<file path="src/hw/rtl/aabb_cmp.sv">
// Inclusive-edge overlap test of a query box against one stored box.
module aabb_cmp #(
    parameter int COORD_BITS = 16
) (
    input  logic signed [COORD_BITS-1:0] i_ax,
    input  logic signed [COORD_BITS-1:0] i_ay,
    input  logic signed [COORD_BITS-1:0] i_aw,
    input  logic signed [COORD_BITS-1:0] i_ah,
    input  logic signed [COORD_BITS-1:0] i_bx,
    input  logic signed [COORD_BITS-1:0] i_by,
    input  logic signed [COORD_BITS-1:0] i_bw,
    input  logic signed [COORD_BITS-1:0] i_bh,
    output logic                         o_overlap
);

    localparam int S = COORD_BITS + 1;

    logic signed [S-1:0] ax_e, ay_e, bx_e, by_e;
    logic signed [S-1:0] a_right, a_bottom, b_right, b_bottom;
    logic                sizes_ok;

    // Sign-extend the edges and form the far edges one bit wider
    always_comb begin
        ax_e     = $signed({i_ax[COORD_BITS-1], i_ax});
        ay_e     = $signed({i_ay[COORD_BITS-1], i_ay});
        bx_e     = $signed({i_bx[COORD_BITS-1], i_bx});
        by_e     = $signed({i_by[COORD_BITS-1], i_by});
        a_right  = ax_e + $signed({i_aw[COORD_BITS-1], i_aw});
        a_bottom = ay_e + $signed({i_ah[COORD_BITS-1], i_ah});
        b_right  = bx_e + $signed({i_bw[COORD_BITS-1], i_bw});
        b_bottom = by_e + $signed({i_bh[COORD_BITS-1], i_bh});
    end

    // A box with zero or negative extent never collides
    assign sizes_ok = !i_aw[COORD_BITS-1] && (i_aw != '0) &&
                      !i_ah[COORD_BITS-1] && (i_ah != '0) &&
                      !i_bw[COORD_BITS-1] && (i_bw != '0) &&
                      !i_bh[COORD_BITS-1] && (i_bh != '0);

    assign o_overlap = sizes_ok &&
                       !(a_right < bx_e) && !(b_right < ax_e) &&
                       !(a_bottom < by_e) && !(b_bottom < ay_e);

endmodule

</file>
<file path="config.mk">
export PLATFORM = sky130hd
export DESIGN_NAME = aabb_cmp
export DESIGN_NICKNAME = d
export VERILOG_FILES = /design/src/hw/rtl/aabb_cmp.sv
export SDC_FILE = /design/constraint.sdc
export NUM_CORES = 1
export LEC_CHECK = 0
export BUFFER_PORTS_ARGS = -buffer_cell sky130_fd_sc_hd__buf_2
export CAP_MARGIN = 5
export CORE_AREA = 2 2 116 118
export DETAILED_ROUTE_END_ITERATION = 10
export DIE_AREA = 0 0 118 120
export PLACE_DENSITY = 0.64
export RECOVER_POWER = 100
export SLEW_MARGIN = 15
export SYNTH_ARGS = -nofsm -noshare
export SYNTH_HDL_FRONTEND = slang
export SYNTH_SLANG_ARGS = --single-unit
</file>
<file path="constraint.sdc">
create_clock -name vclk -period 9.95
set_input_delay 1.4925 -clock vclk [all_inputs]
set_output_delay 1.4925 -clock vclk [all_outputs]
set_load 0.03 [all_outputs]
</file>
# After elaboration in Yosys (flattened, before gate mapping)

Cells that the tools add are included.

Register bits after elaboration: 0
ROM bits: 0
Input bits: 128
Bits in latches: 0
Bits in writable memories: 0
Memories: 0
Word-level logic and storage cells: 31
Output and inout port bits: 1

Div/mod/pow operators: 0
Add/subtract/negate cells: 4
Eq/ne operators: 0
Reduce and logical (&&, ||, !) cells: 23
Multiply operators: 0
Bitwise gates (word level): 0
Shift-type cells: 0
Mux-type cells: 0
Order comparisons: 4

Operator list:

| kind                | number |
|---|---|
| $add A16 B16 Y17    | 4 |
| $lt A17 B16 Y1      | 4 |
| $reduce_bool A16 Y1 | 4 |
| $logic_and A1 B1 Y1 | 11 |
| $logic_not A1 Y1    | 8 |

# Depth between registers and ports, before layout

Gate-level depths: netlist of the first run.

Depth after elaboration: 12
Depth in mapped cells: 18
Depth with buffers taken out: 18

# Least setup slack after synthesis of the first run

OpenSTA, ideal clock, no wires.

Path kind: input to output
Start point: in i_ay[0]
End point: out o_overlap
Stages on the path: 18
Path buffers: 0
Slack: 3059 ps
Arrival: 5399 ps
Data required time: 8457 ps
Path through: ha_1 > inv_1 > fa_1 > nor2b_4 > o31a_1 > o211a_1 > a31o_1 > o41a_1 > o21ai_2 > a22o_1 > ha_1 > inv_1 > a222oi_1 > nand3_1 > nor4_1 > o21a_1 > o21ai_0 > nor4b_1

Cells in the longest elaborated chain, start to end: 5
Elaborated cells on any way between the ends: 7
Classes of those cells: add/sub: 1; order compare: 2; reduce/logical: 4

RTL lines:

| item                    | RTL line | RTL |
|---|---|---|
| start, declared         | 6        | `input logic signed [COORD_BITS-1:0] i_ay,` |
| $add A16 B16 Y17        | 29       | `a_bottom = ay_e + $signed({i_ah[COORD_BITS-1], i_ah});` |
| $lt A17 B16 Y1          | 42       | `!(a_bottom < by_e) && !(b_bottom < ay_e);` |
| $logic_not A1 Y1        | 42       |  |
| $logic_and A1 B1 Y1     | 41       | `!(a_right < bx_e) && !(b_right < ax_e) &&` |
| $logic_and A1 B1 Y1 (*) | 42       |  |
| end, declared           | 13       | `output logic o_overlap` |

Every way passes the cells marked *; elsewhere a longest branch is shown, timed or not.

# Worst setup path in the final report of the first run

Start point: in i_by[0]
End point: out o_overlap

Cells in the longest elaborated chain, start to end: 4
Elaborated cells on any way between the ends: 7
Classes of those cells: add/sub: 1; order compare: 2; reduce/logical: 4

RTL lines:

| item                                                           | RTL line | RTL |
|---|---|---|
| start, declared                                                | 10       | `input logic signed [COORD_BITS-1:0] i_by,` |
| $add A16 B16 Y17 / $lt A17 B16 Y1 (equally long branches)      | 31, 42   |  |
| $lt A17 B16 Y1 / $logic_not A1 Y1 (equally long branches)      | 42       |  |
| $logic_not A1 Y1 / $logic_and A1 B1 Y1 (equally long branches) | 42, 41   |  |
| $logic_and A1 B1 Y1 (*)                                        | 42       |  |

Marked as above.

==> results of run 1 <==
power by group through the flow:
stage / Clock [mW] / Sequential, mW / Combinational, mW
3_5_place_dp: 0 / 0 / 0.354
4_1_cts: 0 / 0 / 0.356
3_3_place_gp: 0 / 0 / 0.351
2_1_floorplan: 0 / 0 / 0.259
6_report: 0 / 0 / 0.355
5_1_grt: 0 / 0 / 0.408
synth_stat cells, types with 3 or more instances:
cell / number / share of area
nor2b_1: 15 / 0.021
nor4_1: 18 / 0.025
a31oi_1: 3 / 0.0041
nor2_1: 41 / 0.034
inv_1: 86 / 0.071
nand3_1: 13 / 0.014
a21o_1: 28 / 0.046
nor3_1: 13 / 0.014
ha_1: 128 / 0.35
a211oi_1: 8 / 0.013
o21ai_0: 33 / 0.036
xnor2_1: 33 / 0.064
nand2b_1: 9 / 0.012
o21a_1: 18 / 0.030
or3_1: 3 / 0.0041
nand4_1: 14 / 0.019
fa_1: 4 / 0.018
a211oi_2: 3 / 0.0083
xor2_1: 12 / 0.023
a2111oi_0: 3 / 0.0058
o31a_1: 6 / 0.012
a211o_1: 3 / 0.0058
nand2_1: 27 / 0.022
o21ai_1: 7 / 0.0077
a21oi_1: 64 / 0.071
path summary, 6_finish.rpt:
path	startpoint	endpoint	slack (ns)
setup / recovery	i_by[0]	o_overlap	2.92
hold / removal	i_bh[15]	o_overlap	3.68
stage by stage:
| stage | std cells | utilization | hold WS, ns | setup WS, ns |
|---|---|---|---|---|
| 6_report | 930 | 0.416 | 3.68 | 2.92 |
| 5_1_grt | 930 | 0.416 | 3.79 | 2.49 |
| 4_1_cts | 930 | 0.416 | 3.65 | 2.97 |
| 3_5_place_dp | 930 | 0.416 | 3.64 | 3.00 |
| 3_3_place_gp | 930 | 0.416 | 3.64 | 3.05 |
| 2_1_floorplan | 625 | - | 3.39 | 3.06 |
metal layers:
layer | global-route usage | up-vias | wire length, um
met1 | 0.229 | 2144 | 5850
li1 | - | 2566 | -
met4 | 0.0128 | 0 | 96
met3 | 0.0114 | 8 | 593
met5 | 0 | - | 0
met2 | 0.332 | 128 | 6190
layout by cell type (no fill, tap or decap), types with 3 or more instances in the layout:
master	instances
o21a_1	18
o21ai_0	33
xnor2_1	33
buf_2	128
a2111oi_0	3
a31oi_1	3
a21oi_1	64
a211o_1	3
nand2_1	27
nand3_1	13
or3_1	3
xor2_1	12
nand2b_1	9
nor2b_1	15
a21o_1	28
o31a_1	6
nor3_1	13
ha_1	128
nand4_1	14
inv_1	86
nor2_1	41
a211oi_1	8
o21ai_1	7
fa_1	4
nor4_1	18
a211oi_2	3
worst max-delay path: stages:
cell and delay [ns]:
buf_2 0.10, ha_1 0.22, fa_1 0.42, a211o_1 0.32, a21oi_1 0.17, o21ai_0 0.15, a41oi_1 0.33, a31oi_1 0.15
o21ai_0 0.17, a22o_1 0.16, ha_1 0.23, nor3b_1 0.17, nand2b_1 0.08, nand3_1 0.07, nor4_1 0.30, o21a_1 0.16
o21ai_0 0.07, nor4b_1 0.40, clkbuf_1 0.36
cell families (layout without fill, tap and decap cells):
kind of cell               after synthesis  after routing  share of synthesized area
AOI/OAI and AO/OA                      197            197                      0.282
xor gates and xnor gates                45             45                     0.0870
adders and majority gates              132            132                      0.371
buffers and inverters                   86            215                     0.0712
and+or+nand+nor                        165            165                      0.189
area by class of cell:
cell class                 count  area, um^2  share of cell area
multi-input combinational    539        4210               0.780
timing repair buffer         129         644               0.119
inverter                      86         323              0.0598
tap                          176         220              0.0408
==> Flow_metrics.wiki, run 1 <==
{| class="wikitable"
! Metric !! Value
|-
| Starting density of the core || 0.349
|-
| Routability congestion estimate from global placement || 0.924
|-
| Tcrit/Tclk final || 0.707
|-
| Startpoint types || input pin
|-
| Crit Path Max Fanout || 3
|-
| Kind of end point of the critical path || output port
|-
| Fin nets || 1016
|-
| Drt via density || 5.21
|-
| Area of the mapped netlist || 4530 um^2
|-
| Netlist cell types || 51
|-
| RSZ-0062 raised after global routing || no
|-
| Signal arrival time at the worst endpoint || 5.54 ns
|-
| Wire length of the first global-routing pass || 21000 um
|-
| Worst IR drop on VDD || 0.0276 mV
|-
| CTS Hold Bufs || 0
|-
| Highest clock frequency the design can meet || 0.142 GHz
|-
| Syn Inst Count || 625
|-
| Violation count after the first detailed-routing iteration || 177
|-
| Chip Width || 118 um
|-
| Detail Placement HPWL || 11700 um
|-
| Post-place instance area || 5400 um^2
|-
| Part of the power in registers || 0
|-
| Power density relative to cell area || 65.9 nW/um^2
|-
| ANT cells || 0
|-
| Antenna-violating nets left || 0
|-
| Drt drc || 0
|-
| Fraction of final layout cells sized beyond drive strength 1 || 0.180
|-
| Maximum number of pins on one net before global-route repair || 7
|-
| Port Buf Inserts || 129
|-
| Post-Route WL || 12700 um
|-
| Share of the yosys chip area belonging to registers || 0
|-
| Layout fillers || 1426
|-
| Core region area || 13000 um^2
|-
| DR vias || 4846
|-
| Cell Int Power || 0.167 mW
|-
| Area of the die || 14200 um^2
|-
| Final-layout clock buffer total || 0
|-
| Final Slew Violations || 0
|-
| Number of warning messages in the yosys log || 0
|-
| Storage element area || 0 um^2
|-
| Count of pins on the block boundary || 129
|-
| Gate power share || 1.000
|-
| Drt pass-1 iters || 4
|-
| Site Rows || 42
|-
| Leak pwr || 2.89 nW
|-
| WP data required || 8.46 ns
|-
| Final number of hold-violating endpoints || 0
|-
| Type of the worst setup path || input pin to output port
|-
| Syn Nets || 885
|-
| Overall fraction of global-route tracks in use || 0.176
|-
| Max-cap viol count || 0
|-
| Vert. Die Dim || 120 um
|-
| Crit path time final || 7.03 ns
|-
| Vias in the first global route || 4672
|-
| Worst-Margin Slew || 0.483 ns
|-
| P&R area growth vs syn || 19.1%
|-
| Post-CTS setup repair buffer count || 0
|-
| Pwr Total || 0.355 mW
|-
| Clock power frac || 0
|-
| FFs & Latches || 0
|-
| Count of endpoints failing setup in the final report || 0
|-
| Headroom to the max-slew limit || 0.675
|-
| Count of instances resized after the clock tree is built || 0
|-
| Setup_tns || 0 ns
|-
| Total congestion overflow after global routing || 0
|-
| Outcome || complete, no violations
|-
| Initial antenna violation count || 0
|-
| Worst min-delay path class || input pin to output port
|-
| Fraction of power spent switching nets || 0.530
|-
| Switching pwr || 0.188 mW
|-
| Final std cell area, no fill || 5400 um^2
|-
| Worst hold path cell count || 8
|-
| Mean post-synth cell area || 7.25 um^2
|-
| WL/cell || 13.7 um
|}
No activity file was read; power rests on OpenSTA's default activity.
==> run 2: changes to the inputs <==
--- a/config.mk
+++ b/config.mk
@@ -10,7 +10,7 @@
 export CORE_AREA = 2 2 116 118
 export DETAILED_ROUTE_END_ITERATION = 10
 export DIE_AREA = 0 0 118 120
-export PLACE_DENSITY = 0.64
+export PLACE_DENSITY = 0.66
 export RECOVER_POWER = 100
 export SLEW_MARGIN = 15
 export SYNTH_ARGS = -nofsm -noshare
==> constraint.sdc (replaced) <==
create_clock -name vclk -period 6.2
set_input_delay 0.93 -clock vclk [all_inputs]
set_output_delay 0.93 -clock vclk [all_outputs]
set_load 0.03 [all_outputs]
==> run 2 against run 1 <==
Against the previous run: die area did not move; critical path depth did not move; worst hold slack got worse by 1.1 ns; critical endpoint unchanged.
==> Flow_metrics.wiki, run 2 (synthesis results as in run 1) <==
{| class="wikitable"
! Metric !! Value
|-
| Port Buf Inserts || 129
|-
| Routability congestion estimate from global placement || 0.949
|-
| Starting density of the core || 0.349
|-
| Kind of end point of the critical path || output port
|-
| Violation count after the first detailed-routing iteration || 176
|-
| Core region area || 13000 um^2
|-
| Post-Route WL || 12600 um
|-
| Worst-Margin Slew || 0.584 ns
|-
| Vert. Die Dim || 120 um
|-
| Max-cap viol count || 0
|-
| Startpoint of the worst setup timing path || i_by[0]
|-
| Site Rows || 42
|-
| Final Slew Violations || 0
|-
| Tcrit/Tclk final || 0.936
|-
| Worst hold path cell count || 8
|-
| Count of pins on the block boundary || 129
|-
| Overall fraction of global-route tracks in use || 0.175
|-
| WP data required || 5.27 ns
|-
| Maximum number of pins on one net before global-route repair || 7
|-
| Gate power share || 1.000
|-
| Switching pwr || 0.300 mW
|-
| Start point of the worst min-delay path || i_bh[15]
|-
| Storage element area || 0 um^2
|-
| Leak pwr || 2.90 nW
|-
| Area of the multi-input gates || 4220 um^2
|-
| Signal arrival time at the worst endpoint || 4.87 ns
|-
| WL/cell || 13.5 um
|-
| Worst hold path endpoint || o_overlap
|-
| Drt via density || 5.12
|-
| Cell Int Power || 0.268 mW
|-
| RSZ-0062 raised after global routing || no
|-
| Outcome || complete, no violations
|-
| Startpoint types || input pin
|-
| Clock power frac || 0
|-
| Pwr Total || 0.568 mW
|-
| Wire length of the first global-routing pass || 20900 um
|-
| Final-layout clock buffer total || 0
|-
| Total congestion overflow after global routing || 0
|-
| DR vias || 4769
|-
| Highest clock frequency the design can meet || 0.172 GHz
|-
| P&R area growth vs syn || 19.3%
|-
| Drt pass-1 iters || 4
|-
| Power density relative to cell area || 105 nW/um^2
|-
| Vias in the first global route || 4691
|-
| Commonest non-fill, non-tap cells in the layout || 128 x ha_1, 128 x buf_2, 86 x inv_1, 64 x a21oi_1, 41 x nor2_1
|-
| FFs & Latches || 0
|-
| Initial antenna violation count || 1
|-
| Detail Placement HPWL || 11600 um
|-
| Crit path time final || 5.80 ns
|-
| Chip Width || 118 um
|-
| Area of the die || 14200 um^2
|-
| Final number of hold-violating endpoints || 0
|-
| Crit Path Max Fanout || 3
|-
| Setup_tns || 0 ns
|-
| Layout fillers || 1391
|-
| Count of endpoints failing setup in the final report || 0
|-
| CTS Hold Bufs || 0
|-
| Headroom to the max-slew limit || 0.600
|-
| Worst IR drop on VDD || 0.0394 mV
|-
| Antenna-violating nets left || 0
|-
| Fraction of final layout cells sized beyond drive strength 1 || 0.183
|-
| Part of the power in registers || 0
|-
| Fin nets || 1016
|-
| Type of the worst setup path || input pin to output port
|-
| Worst min-delay path class || input pin to output port
|-
| Drt drc || 0
|-
| Fraction of power spent switching nets || 0.528
|}
[run 2: cell types whose count changed in the layout (fill, tap and decap cells not counted)]
cell,delta
nor4b_1,-1
clkbuf_2,+1
nor4b_2,+1
clkbuf_1,-1
diode_2,+1
[run 2: critical path: stages]
cell and delay [ns]:
buf_2 0.10, ha_1 0.22, fa_1 0.42, a211o_1 0.33, a21oi_1 0.16, o21ai_0 0.16, a41oi_1 0.33, a31oi_1 0.15
o21ai_0 0.18, a22o_1 0.15, ha_1 0.23, nor3b_1 0.16, nand2b_1 0.07, nand3_1 0.07, nor4_1 0.39, o21a_1 0.17
o21ai_0 0.09, nor4b_2 0.30, clkbuf_2 0.25
[run 2: area by class of cell]
class	instances	area share
inverters	86	0.0597
multi-input cells	539	0.780
diodes	1	0.000463
well taps	176	0.0407
repair buffers	129	0.119
[run 2: timing repair]
| action | 4_1_cts | 5_1_grt |
|---|---|---|
| buffers inserted | 0 | 0 |
| hold endpoints to repair | 0 | 0 |
| setup endpoints to repair | 0 | 1 |
| resized for setup | 0 | 1 |
[run 2: layer usage]
layer	vias up	wire (um)	GRT usage
met4	0	97	0.0128
met2	109	5990	0.328
met5	-	0	0
met3	8	534	0.00998
li1	2563	-	-
met1	2089	5990	0.229
[run 2: power by group through the flow]
stage | sequential (mW) | combinational [mW] | clock, mW
2_1_floorplan | 0 | 0.415 | 0
6_report | 0 | 0.568 | 0.0000000000385
3_5_place_dp | 0 | 0.564 | 0
3_3_place_gp | 0 | 0.559 | 0
4_1_cts | 0 | 0.568 | 0
5_1_grt | 0 | 0.654 | 0
[run 2: worst max-delay path by stage]
| stage | endpoint | slack [ns] | depth (start not counted) |
|---|---|---|---|
| floorplan | o_overlap | 0.43 | 18 |
| global placement | o_overlap | 0.35 | 19 |
| detailed placement | o_overlap | 0.30 | 19 |
| CTS | o_overlap | 0.29 | 19 |
| global route | o_overlap | 0.06 | 19 |
| finish | o_overlap | 0.40 | 19 |
[run 2: through the flow]
stage	cell area (um^2)	instances	hold WS [ns]	utilization	worst slack [ns]
detailed placement	5400	930	2.54	0.416	0.298
floorplan	4530	625	2.27	-	0.434
global route	5400	930	2.63	0.416	0.0633
CTS	5400	930	2.54	0.416	0.293
finish	5410	931	2.55	0.417	0.397
global placement	5400	930	2.51	0.416	0.353
